--- src/rtl/rdrm_pkg.sv ---
package rdrm_pkg;

    localparam int DATA_W          = 32;
    localparam int MINUTE_SLOTS    = 60;
    localparam int HOUR_SLOTS      = 24;
    localparam int HOUR_TICKS      = 60;
    localparam int MIH_W           = 6;
    localparam logic [DATA_W-1:0] THRESHOLD_RESET = 32'd10;

    typedef logic [DATA_W-1:0] data_t;

endpackage

--- src/rtl/rdrm_in_if.sv ---
interface rdrm_in_if;
    logic            valid;
    logic            ready;
    rdrm_pkg::data_t classified_total;

    modport source (output valid, output classified_total, input ready);
    modport sink   (input valid, input classified_total, output ready);
endinterface

--- src/rtl/rdrm_out_if.sv ---
interface rdrm_out_if;
    logic            valid;
    logic            ready;
    rdrm_pkg::data_t rate_last_hour;
    rdrm_pkg::data_t rate_last_day;
    logic            hour_rolled;
    logic            decline_warning;

    modport source (output valid, output rate_last_hour, output rate_last_day,
                    output hour_rolled, output decline_warning, input ready);
    modport sink   (input valid, input rate_last_hour, input rate_last_day,
                    input hour_rolled, input decline_warning, output ready);
endinterface

--- src/rtl/rdrm_cfg_if.sv ---
interface rdrm_cfg_if;
    logic            valid;
    logic            ready;
    rdrm_pkg::data_t decline_threshold;

    modport source (output valid, output decline_threshold, input ready);
    modport sink   (input valid, input decline_threshold, output ready);
endinterface

--- src/rtl/rolling_decode_rate_monitor.sv ---
// rolling decode-rate monitor: each accepted tick word carries the running frame count at
// a minute boundary; the delta to the previous tick goes into the minute ring, every 60th
// tick the minute-ring total is archived into the hour ring, and one result word per tick
// reports the last-hour rate, the last-day rate, the hour roll flag and the decline warning.
// from acceptance a tick steps through S_MSUM, S_HWR (only on an hour roll), S_HSUM, S_FIN
// and S_OUT to the result register, with a single shared 32-bit adder that walks the minute
// ring and then the hour ring one slot per cycle through the registered read port of each
// ring ram. ticks.ready is high only while the sequencer is idle; a finished result may wait
// in the output register while the next tick is accepted. both rings read as zero after
// reset (per-slot valid bits), so no clearing pass is needed.
// cfg.ready is always high; the threshold should only be written while no tick is in flight.
module rolling_decode_rate_monitor #(
    parameter int MINUTE_SLOTS = rdrm_pkg::MINUTE_SLOTS,
    parameter int HOUR_SLOTS   = rdrm_pkg::HOUR_SLOTS
) (
    input  logic       clk,
    input  logic       rst_n,
    rdrm_in_if.sink    ticks,
    rdrm_out_if.source rates,
    rdrm_cfg_if.sink   cfg
);

    localparam int DW       = rdrm_pkg::DATA_W;
    localparam int MW       = (MINUTE_SLOTS > 1) ? $clog2(MINUTE_SLOTS) : 1;
    localparam int HW       = (HOUR_SLOTS > 1) ? $clog2(HOUR_SLOTS) : 1;
    localparam int MAX_SLOTS = (MINUTE_SLOTS > HOUR_SLOTS) ? MINUTE_SLOTS : HOUR_SLOTS;
    localparam int CW       = $clog2(MAX_SLOTS + 1);
    localparam int MIH_W    = rdrm_pkg::MIH_W;

    localparam logic [MW-1:0]    M_LAST      = MW'(MINUTE_SLOTS - 1);
    localparam logic [HW-1:0]    H_LAST      = HW'(HOUR_SLOTS - 1);
    localparam logic [CW-1:0]    M_END       = CW'(MINUTE_SLOTS);
    localparam logic [CW-1:0]    H_END       = CW'(HOUR_SLOTS);
    localparam logic [MIH_W-1:0] LAST_MINUTE = MIH_W'(rdrm_pkg::HOUR_TICKS - 1);

    localparam logic [2:0] S_IDLE = 3'd0;
    localparam logic [2:0] S_MSUM = 3'd1;
    localparam logic [2:0] S_HWR  = 3'd2;
    localparam logic [2:0] S_HSUM = 3'd3;
    localparam logic [2:0] S_FIN  = 3'd4;
    localparam logic [2:0] S_OUT  = 3'd5;

    logic [2:0]              state_reg, state_next;
    logic [CW-1:0]           cnt_reg, cnt_next;
    rdrm_pkg::data_t         acc_reg, acc_next;
    rdrm_pkg::data_t         sum1h_reg, sum1h_next;
    rdrm_pkg::data_t         prev_reg, prev_next;
    rdrm_pkg::data_t         thr_reg;
    logic [MW-1:0]           m_head_reg, m_head_next;
    logic [HW-1:0]           h_head_reg, h_head_next;
    logic [MIH_W-1:0]        mih_reg, mih_next;
    logic                    rolled_reg, rolled_next;
    logic [MINUTE_SLOTS-1:0] m_vld_reg;
    logic [HOUR_SLOTS-1:0]   h_vld_reg;
    logic                    m_rvld_reg;
    logic                    h_rvld_reg;
    logic                    h_skip_reg;

    logic                    out_valid_reg;
    rdrm_pkg::data_t         out_hour_reg;
    rdrm_pkg::data_t         out_day_reg;
    logic                    out_rolled_reg;
    logic                    out_warn_reg;

    logic                    accept;
    logic                    out_free;
    logic [MW-1:0]           m_head_inc;
    logic [HW-1:0]           h_head_inc;
    logic [MW-1:0]           m_raddr;
    logic [HW-1:0]           h_raddr;
    rdrm_pkg::data_t         m_rdata;
    rdrm_pkg::data_t         h_rdata;
    logic                    m_we;
    logic                    h_we;
    rdrm_pkg::data_t         delta;
    rdrm_pkg::data_t         add_b;
    rdrm_pkg::data_t         add_sum;
    logic                    warn;

    assign accept     = ticks.valid && ticks.ready;
    assign ticks.ready = (state_reg == S_IDLE);
    assign cfg.ready   = 1'b1;
    assign out_free    = !out_valid_reg || rates.ready;

    assign m_head_inc = (m_head_reg == M_LAST) ? '0 : m_head_reg + MW'(1);
    assign h_head_inc = (h_head_reg == H_LAST) ? '0 : h_head_reg + HW'(1);
    assign delta      = ticks.classified_total - prev_reg;

    // sweep addresses, parked at zero once the counter passes the last slot
    assign m_raddr = (cnt_reg < M_END) ? cnt_reg[MW-1:0] : '0;
    assign h_raddr = (cnt_reg < H_END) ? cnt_reg[HW-1:0] : '0;

    assign m_we = accept;
    assign h_we = (state_reg == S_HWR);

    rdrm_ram #(
        .WIDTH (DW),
        .DEPTH (MINUTE_SLOTS)
    ) u_minute_ram (
        .clk   (clk),
        .we    (m_we),
        .waddr (m_head_inc),
        .wdata (delta),
        .raddr (m_raddr),
        .rdata (m_rdata)
    );

    rdrm_ram #(
        .WIDTH (DW),
        .DEPTH (HOUR_SLOTS)
    ) u_hour_ram (
        .clk   (clk),
        .we    (h_we),
        .waddr (h_head_inc),
        .wdata (sum1h_reg),
        .raddr (h_raddr),
        .rdata (h_rdata)
    );

    // shared adder operand select; unwritten slots read as zero
    always_comb
    begin
        case (state_reg)
            S_MSUM:  add_b = m_rvld_reg ? m_rdata : '0;
            S_HSUM:  add_b = (h_rvld_reg && !h_skip_reg) ? h_rdata : '0;
            S_FIN:   add_b = sum1h_reg;
            default: add_b = '0;
        endcase
    end

    assign add_sum = acc_reg + add_b;
    assign warn    = rolled_reg && (acc_reg > thr_reg) && (sum1h_reg == '0);

    always_comb
    begin
        state_next  = state_reg;
        cnt_next    = cnt_reg;
        acc_next    = acc_reg;
        sum1h_next  = sum1h_reg;
        prev_next   = prev_reg;
        m_head_next = m_head_reg;
        h_head_next = h_head_reg;
        mih_next    = mih_reg;
        rolled_next = rolled_reg;
        case (state_reg)
            S_IDLE:
            begin
                if (accept)
                begin
                    prev_next   = ticks.classified_total;
                    m_head_next = m_head_inc;
                    rolled_next = (mih_reg == LAST_MINUTE);
                    mih_next    = (mih_reg == LAST_MINUTE) ? '0 : mih_reg + MIH_W'(1);
                    acc_next    = '0;
                    cnt_next    = '0;
                    state_next  = S_MSUM;
                end
            end
            S_MSUM:
            begin
                if (cnt_reg != '0)
                begin
                    acc_next = add_sum;
                end
                if (cnt_reg == M_END)
                begin
                    sum1h_next = add_sum;
                    acc_next   = '0;
                    cnt_next   = '0;
                    state_next = rolled_reg ? S_HWR : S_HSUM;
                end
                else
                begin
                    cnt_next = cnt_reg + CW'(1);
                end
            end
            S_HWR:
            begin
                h_head_next = h_head_inc;
                state_next  = S_HSUM;
            end
            S_HSUM:
            begin
                if (cnt_reg != '0)
                begin
                    acc_next = add_sum;
                end
                if (cnt_reg == H_END)
                begin
                    cnt_next   = '0;
                    state_next = S_FIN;
                end
                else
                begin
                    cnt_next = cnt_reg + CW'(1);
                end
            end
            S_FIN:
            begin
                // day rate: hour slots other than head plus the last hour
                acc_next   = add_sum;
                state_next = S_OUT;
            end
            S_OUT:
            begin
                if (out_free)
                begin
                    state_next = S_IDLE;
                end
            end
            default:
            begin
                state_next = S_IDLE;
            end
        endcase
    end

    always_ff @(posedge clk or negedge rst_n)
    begin
        if (!rst_n)
        begin
            state_reg     <= S_IDLE;
            cnt_reg       <= '0;
            prev_reg      <= '0;
            thr_reg       <= rdrm_pkg::THRESHOLD_RESET;
            m_head_reg    <= '0;
            h_head_reg    <= '0;
            mih_reg       <= '0;
            rolled_reg    <= 1'b0;
            m_vld_reg     <= '0;
            h_vld_reg     <= '0;
            out_valid_reg <= 1'b0;
        end
        else
        begin
            state_reg  <= state_next;
            cnt_reg    <= cnt_next;
            prev_reg   <= prev_next;
            m_head_reg <= m_head_next;
            h_head_reg <= h_head_next;
            mih_reg    <= mih_next;
            rolled_reg <= rolled_next;
            if (cfg.valid && cfg.ready)
            begin
                thr_reg <= cfg.decline_threshold;
            end
            if (m_we)
            begin
                m_vld_reg[m_head_inc] <= 1'b1;
            end
            if (h_we)
            begin
                h_vld_reg[h_head_inc] <= 1'b1;
            end
            if (state_reg == S_OUT && out_free)
            begin
                out_valid_reg <= 1'b1;
            end
            else if (rates.ready)
            begin
                out_valid_reg <= 1'b0;
            end
        end
    end

    // payload registers, no reset
    always_ff @(posedge clk)
    begin
        acc_reg    <= acc_next;
        sum1h_reg  <= sum1h_next;
        m_rvld_reg <= m_vld_reg[m_raddr];
        h_rvld_reg <= h_vld_reg[h_raddr];
        h_skip_reg <= (h_raddr == h_head_reg);
        if (state_reg == S_OUT && out_free)
        begin
            out_hour_reg   <= sum1h_reg;
            out_day_reg    <= acc_reg;
            out_rolled_reg <= rolled_reg;
            out_warn_reg   <= warn;
        end
    end

    assign rates.valid           = out_valid_reg;
    assign rates.rate_last_hour  = out_hour_reg;
    assign rates.rate_last_day   = out_day_reg;
    assign rates.hour_rolled     = out_rolled_reg;
    assign rates.decline_warning = out_warn_reg;

endmodule

--- src/rtl/rdrm_ram.sv ---
module rdrm_ram #(
    parameter int WIDTH = rdrm_pkg::DATA_W,
    parameter int DEPTH = rdrm_pkg::MINUTE_SLOTS
) (
    input  logic                                   clk,
    input  logic                                   we,
    input  logic [((DEPTH > 1) ? $clog2(DEPTH) : 1)-1:0] waddr,
    input  logic [WIDTH-1:0]                       wdata,
    input  logic [((DEPTH > 1) ? $clog2(DEPTH) : 1)-1:0] raddr,
    output logic [WIDTH-1:0]                       rdata
);

    logic [WIDTH-1:0] mem_reg [DEPTH];
    logic [WIDTH-1:0] rdata_reg;

    always_ff @(posedge clk)
    begin
        if (we)
        begin
            mem_reg[waddr] <= wdata;
        end
        rdata_reg <= mem_reg[raddr];
    end

    assign rdata = rdata_reg;

endmodule

--- src/flat_wrapper.sv ---
// flat-port wrapper written by rule: the top's interface ports become plain ports
module rolling_decode_rate_monitor_flat 
#(
    parameter int MINUTE_SLOTS = rdrm_pkg::MINUTE_SLOTS,
    parameter int HOUR_SLOTS   = rdrm_pkg::HOUR_SLOTS
)
  (clk, rst_n, ticks_valid, ticks_classified_total, ticks_ready, rates_valid, rates_rate_last_hour, rates_rate_last_day, rates_hour_rolled, rates_decline_warning, rates_ready, cfg_valid, cfg_decline_threshold, cfg_ready);
  rdrm_in_if ticks_i ();
  rdrm_out_if rates_i ();
  rdrm_cfg_if cfg_i ();
  input  logic clk;
  input  logic rst_n;
  input wire logic [$bits(ticks_i.valid)-1:0] ticks_valid;
  input wire logic [$bits(ticks_i.classified_total)-1:0] ticks_classified_total;
  output wire logic [$bits(ticks_i.ready)-1:0] ticks_ready;
  output wire logic [$bits(rates_i.valid)-1:0] rates_valid;
  output wire logic [$bits(rates_i.rate_last_hour)-1:0] rates_rate_last_hour;
  output wire logic [$bits(rates_i.rate_last_day)-1:0] rates_rate_last_day;
  output wire logic [$bits(rates_i.hour_rolled)-1:0] rates_hour_rolled;
  output wire logic [$bits(rates_i.decline_warning)-1:0] rates_decline_warning;
  input wire logic [$bits(rates_i.ready)-1:0] rates_ready;
  input wire logic [$bits(cfg_i.valid)-1:0] cfg_valid;
  input wire logic [$bits(cfg_i.decline_threshold)-1:0] cfg_decline_threshold;
  output wire logic [$bits(cfg_i.ready)-1:0] cfg_ready;
  assign ticks_i.valid = ticks_valid;
  assign ticks_i.classified_total = ticks_classified_total;
  assign ticks_ready = ticks_i.ready;
  assign rates_valid = rates_i.valid;
  assign rates_rate_last_hour = rates_i.rate_last_hour;
  assign rates_rate_last_day = rates_i.rate_last_day;
  assign rates_hour_rolled = rates_i.hour_rolled;
  assign rates_decline_warning = rates_i.decline_warning;
  assign rates_i.ready = rates_ready;
  assign cfg_i.valid = cfg_valid;
  assign cfg_i.decline_threshold = cfg_decline_threshold;
  assign cfg_ready = cfg_i.ready;
  rolling_decode_rate_monitor #(.MINUTE_SLOTS(MINUTE_SLOTS), .HOUR_SLOTS(HOUR_SLOTS)) u_core (.clk(clk), .rst_n(rst_n), .ticks(ticks_i), .rates(rates_i), .cfg(cfg_i));
endmodule
--- config.mk ---
export PLATFORM = sky130hd
export DESIGN_NAME = rolling_decode_rate_monitor_flat
export DESIGN_NICKNAME = d
export VERILOG_FILES = /design/src/rtl/rdrm_pkg.sv /design/src/rtl/rdrm_in_if.sv /design/src/rtl/rdrm_out_if.sv /design/src/rtl/rdrm_cfg_if.sv /design/src/rtl/rolling_decode_rate_monitor.sv /design/src/rtl/rdrm_ram.sv /design/src/flat_wrapper.sv
export SDC_FILE = /design/constraint.sdc
export NUM_CORES = 2
export LEC_CHECK = 0
export BUFFER_PORTS_ARGS = -buffer_cell sky130_fd_sc_hd__buf_2
export CAP_MARGIN = 10
export CORE_AREA = 2 2 584 470
export CTS_CLUSTER_SIZE = 12
export DETAILED_ROUTE_END_ITERATION = 6
export DIE_AREA = 0 0 586 472
export GPL_ROUTABILITY_DRIVEN = 1
export SLEW_MARGIN = 15
export SYNTH_ARGS = -nofsm -noshare
export SYNTH_HDL_FRONTEND = slang
export SYNTH_HIERARCHICAL = 1
export SYNTH_SLANG_ARGS = --single-unit
export TNS_END_PERCENT = 1
--- constraint.sdc ---
create_clock -name clk -period 6.2 [get_ports clk]
set_input_delay 0.62 -clock clk [delete_from_list [all_inputs] [get_ports clk]]
set_output_delay 0.62 -clock clk [all_outputs]
set_load 0.03 [all_outputs]
# Word level (Yosys, flattened, before mapping)
# Memory sizes are Yosys's and may differ from the RTL's. A register that Yosys moved wholly into a read port is not among the register bits.
# Index checks and enable logic that the tools add are counted.
# W data, S select, Z words.
# word_totals
register_bits,309
mem_count,2
in_bits,69
ramBits,2688
elab_cells,111
latchBits,0
rom_bits,0
out_inout_bits,69
# mem_list
memory,words,word_bits,rd,rd_ports_with_merged_regs,wr,line_no,source
u_core.u_minute_ram.mem_reg,60,32,1,1,1,rdrm_ram.sv:13,logic [WIDTH-1:0] mem_reg [DEPTH];
u_core.u_hour_ram.mem_reg,24,32,1,1,1,rdrm_ram.sv:13,
# classes
n_lt_le_gt_ge,9
n_mul,0
n_div,0
n_eq_ne,15
muxes,36
n_addsub,6
n_reduce_logical,21
shifts,0
bitwise,2
# ops
cell,n
$mux W32,5
$pmux W32 S4,1
$pmux W32 S3,1
$or A60 B60 Y60,1
$mux W6,6
$add A32 B32 Y32,1
$gt A32 B32 Y1,1
$logic_not A32 Y1,1
$sub A32 B32 Y32,1
$or A24 B24 Y24,1
$add A6 B1 Y6 const B,3
$eq A6 B6 Y1 const B,3
$pmux W3 S6,1
$pmux W6 S3,1
$lt A6 B7 Y1 const B,2
$lt A5 B6 Y1 const B,2
$mux W3,4
$mux W1,11
$mux W5,2
$reduce_and A2 Y1,4
$logic_and A1 B1 Y1,7
$bmux W1 S6,1
$demux W1 S6,1
$eq A3 B2 Y1 const B,2
22 further kinds,26

# Logic depth before layout (Yosys ltp)
# logic_depth
word_depth,8
depth_mapped,16
ltp_nobuf,14

# Cells and area by module
# The synthesis kept the hierarchy.
# modules_own_cells
module,seq_area_each_um2,instances,cells_per_inst,area_each_um2
rdrm_ram at u_core.u_minute_ram,58295.9,1,3264,73803.3
rdrm_ram at u_core.u_hour_ram,23702.7,1,1543,30282.8
rolling_decode_rate_monitor,8370.5,1,1657,17031.3

# Worst setup path before layout
# No wires, ideal clock.
# synth_path
path_kind,input -> register
start,input port ticks_classified_total[0]
end,"memory u_core/u_minute_ram/mem_reg[0][28] in the netlist's numbering, data pin"
path_buffers,0
arrival_ns,6.147
setup_time_ns,0.959
stages,10
setup_slack_ns,-0.907
path_cell_list,inv_1 > ha_1 > fa_1 > nand2b_1 > a21o_1 > a21oi_1 > o31ai_1 > a31oi_1 > o31ai_1 > o311ai_0
# synth_between
elab_chain_cells,1
# synth_rtl
item,line_no,source
from (decl),flat_wrapper.sv:14,input wire logic [$bits(ticks_i.classified_total)-1:0] ticks_classified_total;
$sub A32 B32 Y32,rolling_decode_rate_monitor.sv:87,assign delta = ticks.classified_total - prev_reg;
via u_core.delta[28],rolling_decode_rate_monitor.sv:75,rdrm_pkg::data_t delta;
to (decl),rdrm_ram.sv:13,
# The timed path passes the listed nets, and every way through them passes these cells.

# Worst setup path in the final report
# layout_path
start,register u_core.state_reg[1]
end,"register u_core.acc_reg[28], data pin"
# layout_between
elab_chain_cells,6
elab_cells_between_ends,9
classes_between,1 x add/sub; 3 x eq/ne; 4 x mux; 1 x reduce/logical
# layout_rtl
item,line_no,source
from (decl),rolling_decode_rate_monitor.sv:43,"logic [2:0] state_reg, state_next;"
from (signal assigned),rolling_decode_rate_monitor.sv:236,state_reg <= state_next;
$eq A3 B3 Y1 (tied with other cells),rolling_decode_rate_monitor.sv:123,case (state_reg)
$pmux W32 S3 (*),rolling_decode_rate_monitor.sv:123,
$add A32 B32 Y32 (*),rolling_decode_rate_monitor.sv:131,assign add_sum = acc_reg + add_b;
via u_core.add_sum[28],rolling_decode_rate_monitor.sv:77,rdrm_pkg::data_t add_sum;
$mux W32,"rolling_decode_rate_monitor.sv:161, rolling_decode_rate_monitor.sv:184",
$mux W32,rolling_decode_rate_monitor.sv:165,if (cnt_reg == M_END)
$pmux W32 S4 (*),rolling_decode_rate_monitor.sv:145,case (state_reg)
via u_core.acc_next[28],rolling_decode_rate_monitor.sv:45,"rdrm_pkg::data_t acc_reg, acc_next;"
to (signal assigned),rolling_decode_rate_monitor.sv:269,acc_reg <= acc_next;
to (decl),rolling_decode_rate_monitor.sv:45,
# Mark *: on every way through the listed nets, which the timed path passes. The rest lies on a longest branch.
# A chain may end at the register's enable or synchronous reset.

==> results.sh <==
export IMPL_outcome="finished with violations"
export IMPL_failed_checks="DRC"
export IMPL_grt_start_max_net_pins=145
export IMPL_crit_arrival_ns=5.53
export IMPL_post_cts_resize_count=0
export IMPL_area_delta_synth_final_pct=13.9
export IMPL_async_flop_share=0.0575
export IMPL_synth_ff_latch_count=3061
export IMPL_detailedRoute_firstIterationViolations=8530
export IMPL_grt_overflow_total=0
export IMPL_antenna_left=0
export IMPL_yosys_area_top_type_share=0.699
export IMPL_groute_usage_overall=0.233
export IMPL_ioPinCount=138
export IMPL_timing_max_cap_violations=0
export IMPL_cts_tree="done"
export IMPL_clk_latency_ns=0.87
export IMPL_synthesis_area_per_instance_um2=18.7
export IMPL_clk_root_buffer_cell="sky130_fd_sc_hd__clkbuf_16"
export IMPL_via_count_of_the_first_global_routing_pass=63636
export IMPL_final_common_cell="sky130_fd_sc_hd__edfxtp_1"
export IMPL_max_fanout_on_critical_path=32
export IMPL_numPlacedInstances=10138
export IMPL_finalSetupTns_ns=0
export IMPL_layout_setup_ws_ns=1.29
export IMPL_io_buffer_count=136
export IMPL_dieArea_um2=277000
export IMPL_fillerInstances=21655
export IMPL_die_x_um=586
export IMPL_timing_final_crit_share=0.792
export IMPL_pre_cts_ws_ns=1.44
export IMPL_timing_final_hold_violations=0
export IMPL_hpwl_um=198000
export IMPL_ir_drop_uv=507
export IMPL_finalCriticalPeriod_ns=4.91
export IMPL_dieHeight_um=472
export IMPL_timing_max_transition_violations_final=0
export IMPL_post_layout_nonfiller_instances=10741
export IMPL_critPathKind="flip-flop to flip-flop"
export IMPL_hold_worst_slack_ns=0.0573
export IMPL_finClkSkew_ns=0.0730
export IMPL_ctsHtreeMaxLevel=5
export IMPL_p_leak_uw=0.0464
export IMPL_detailed_place_area_um2=128000
export IMPL_power_density_nw_per_um2=505
export IMPL_tritoncts_num_buffers=317
export IMPL_synth_enable_flop_cells=2818
export IMPL_max_slew_worst_pin_slew_ns=1.21
export IMPL_postSynthCellCount=6464
export IMPL_floorplan_initialDensity=0.448
export IMPL_clock_tree_buffer_depth=4
export IMPL_synth_top_cells_by_area="sky130_fd_sc_hd__edfxtp_1, sky130_fd_sc_hd__mux4_2, sky130_fd_sc_hd__dfrtp_1"
export IMPL_via_count=65478
export IMPL_drt_pass1_iterations=7
export IMPL_grt_setup_unrepaired="false"
export IMPL_synth_top_flop_cell="sky130_fd_sc_hd__edfxtp_1"
export IMPL_finalSetupViolCount=0
export IMPL_fmaxAchievable_ghz=0.204
export IMPL_post_route_cells_drive_above_1_share=0.215
export IMPL_relative_slew_margins=0.189
export IMPL_cts_reportedPaths_clkPinSlew_ns=0.06
export IMPL_crit_required_ns=6.82
export IMPL_yosysSeqAreaShare=0.746
export IMPL_finalWeightedCongestion=0.890
export IMPL_syn_num_nets=6634
export IMPL_wl_per_cell_um=30.3
export IMPL_wirelength_um=326000
export IMPL_synthesis_yosys_warnings=6
export IMPL_synth_cell_area_um2=121000
export IMPL_design_core_area_um2=270000
export IMPL_nature_of_the_critical_path_startpoint="flip-flop"
export IMPL_grt_antenna_before_repair=15
export IMPL_grt_first_pass_wirelength_um=466000
export IMPL_fin_nets=7058
export IMPL_synth_cell_type_count=90
export IMPL_std_cell_rows=171
export IMPL_avgViaCountPerCell=6.10
export IMPL_cts_sink_count=3061
export IMPL_largest_register_ff_count=1920
export IMPL_min_delay_path_class="input pin to flip-flop"
export IMPL_critical_path_endpoint_type="flip-flop"
export IMPL_layout_cell_area_non_filler_um2=138000
export IMPL_drcViolationCount=2
export IMPL_most_used_cells_in_the_layout_excluding_fill_and_tap_cells="sky130_fd_sc_hd__edfxtp_1, sky130_fd_sc_hd__mux4_2, sky130_fd_sc_hd__nand2_1"
export IMPL_yosysTopAreaCell="sky130_fd_sc_hd__edfxtp_1"
==> repair_timing <==
item | in CTS | in global routing
hold buffers | 60 | 0
buffers inserted | 0 | 0
endpoints found under the hold margin | 91 | 0
==> synthesized netlist by cell type (18+ instances only) <==
library cell	number
sky130_fd_sc_hd__a21o_1	104
sky130_fd_sc_hd__a21oi_1	121
sky130_fd_sc_hd__a221oi_1	41
sky130_fd_sc_hd__a222oi_1	33
sky130_fd_sc_hd__a22o_1	52
sky130_fd_sc_hd__a22oi_1	185
sky130_fd_sc_hd__a31oi_1	29
sky130_fd_sc_hd__and3_1	31
sky130_fd_sc_hd__buf_1	29
sky130_fd_sc_hd__buf_2	65
sky130_fd_sc_hd__buf_4	29
sky130_fd_sc_hd__buf_6	22
sky130_fd_sc_hd__clkbuf_1	190
sky130_fd_sc_hd__dfrtp_1	174
sky130_fd_sc_hd__dfxtp_1	67
sky130_fd_sc_hd__edfxtp_1	2818
sky130_fd_sc_hd__ha_1	99
sky130_fd_sc_hd__inv_1	132
sky130_fd_sc_hd__mux2_2	36
sky130_fd_sc_hd__mux2i_1	295
sky130_fd_sc_hd__mux4_2	541
sky130_fd_sc_hd__nand2_1	337
sky130_fd_sc_hd__nand2b_1	18
sky130_fd_sc_hd__nand3_1	135
sky130_fd_sc_hd__nand4_1	52
sky130_fd_sc_hd__nor2_1	189
sky130_fd_sc_hd__nor2b_1	26
sky130_fd_sc_hd__nor3_1	23
sky130_fd_sc_hd__o211a_1	20
sky130_fd_sc_hd__o211ai_1	38
sky130_fd_sc_hd__o21a_1	28
sky130_fd_sc_hd__o21ai_0	194
sky130_fd_sc_hd__o21ai_1	27
sky130_fd_sc_hd__o21bai_1	30
sky130_fd_sc_hd__xnor2_1	40
sky130_fd_sc_hd__xor2_1	27
==> kinds of logic (layout without fill, tap and decap cells) <==
logic type / Yosys count / after routing / share of synthesized area
AO/OA/AOI/OAI: 991 / 991 / 0.0572
XOR/XNOR: 67 / 67 / 0.00485
adder cells (fa/ha/maj): 101 / 101 / 0.0106
buffers and inverters: 481 / 1118 / 0.0187
flip-flops: 3061 / 3061 / 0.746
multiplexers: 873 / 873 / 0.128
other: 1 / 8 / 0.0000310
AND/OR/NAND/NOR: 889 / 889 / 0.0342
==> path summary, 6_finish.rpt <==
check | start | end | slack [ns] | depth (start not counted)
max | u_core/state_reg[1]$_DFFE_PN0P_ | u_core/acc_reg[28]$_DFFE_PP_ | 1.29 | 14
max in group asynchronous | rst_n | u_core/thr_reg[15]$_DFFE_PN0P_ | 4.76 | 3
max reg2reg | u_core/state_reg[1]$_DFFE_PN0P_ | u_core/acc_reg[28]$_DFFE_PP_ | 1.29 | 14
min reg2reg | u_core/m_vld_reg[49]$_DFFE_PN0P_ | u_core/m_vld_reg[49]$_DFFE_PN0P_ | 0.45 | 1
min in group asynchronous | rst_n | u_core/prev_reg[5]$_DFFE_PN0P_ | 0.30 | 2
min | ticks_classified_total[26] | u_core/prev_reg[26]$_DFFE_PN0P_ | 0.06 | 3
==> worst max-delay path, stage by stage (launching register included) <==
cell	delay, ns
sky130_fd_sc_hd__dfrtp_1	0.68
sky130_fd_sc_hd__and4bb_2	0.29
sky130_fd_sc_hd__buf_4	0.25
sky130_fd_sc_hd__a222oi_1	0.36
sky130_fd_sc_hd__inv_1	0.11
sky130_fd_sc_hd__ha_1	0.23
sky130_fd_sc_hd__fa_1	0.47
sky130_fd_sc_hd__a211oi_1	0.38
sky130_fd_sc_hd__o21ai_1	0.16
sky130_fd_sc_hd__a221oi_2	0.55
sky130_fd_sc_hd__o41ai_2	0.20
sky130_fd_sc_hd__a311oi_1	0.49
sky130_fd_sc_hd__o21ai_1	0.16
sky130_fd_sc_hd__xor2_1	0.17
sky130_fd_sc_hd__a22o_1	0.20
==> layer usage <==
layer,global-route usage,share of wire
met5,0,0.00018
met4,0.0543,0.022
met3,0.0406,0.094
met2,0.340,0.44
met1,0.364,0.45
==> per-stage QoR <==
stage | utilization | power (µW)
6_report | 0.510 | 69600
5_1_grt | 0.510 | 72400
2_1_floorplan | - | 43400
3_5_place_dp | 0.473 | 52300
4_1_cts | 0.510 | 70000
3_3_place_gp | 0.472 | 51900
==> power breakdown <==
group	internal [µW]	total (µW)	switching (µW)
Clock	10000	17700	7700
Combinational	8070	23500	15400
Sequential	27500	28500	958
Total	45600	69600	24000
==> layout make-up <==
class	count	area [µm²]	area share
Tap cell	3633	4550	0.0329
Antenna cell	7	17.5	0.000127
Clock buffer	460	8690	0.0630
Sequential cell	3061	90400	0.655
Inverter	138	548	0.00397
Multi-Input combinational cell	2922	29500	0.214
Timing Repair Buffer	448	3550	0.0257
Clock inverter	72	739	0.00536
Power figures use the tool's default switching activity.
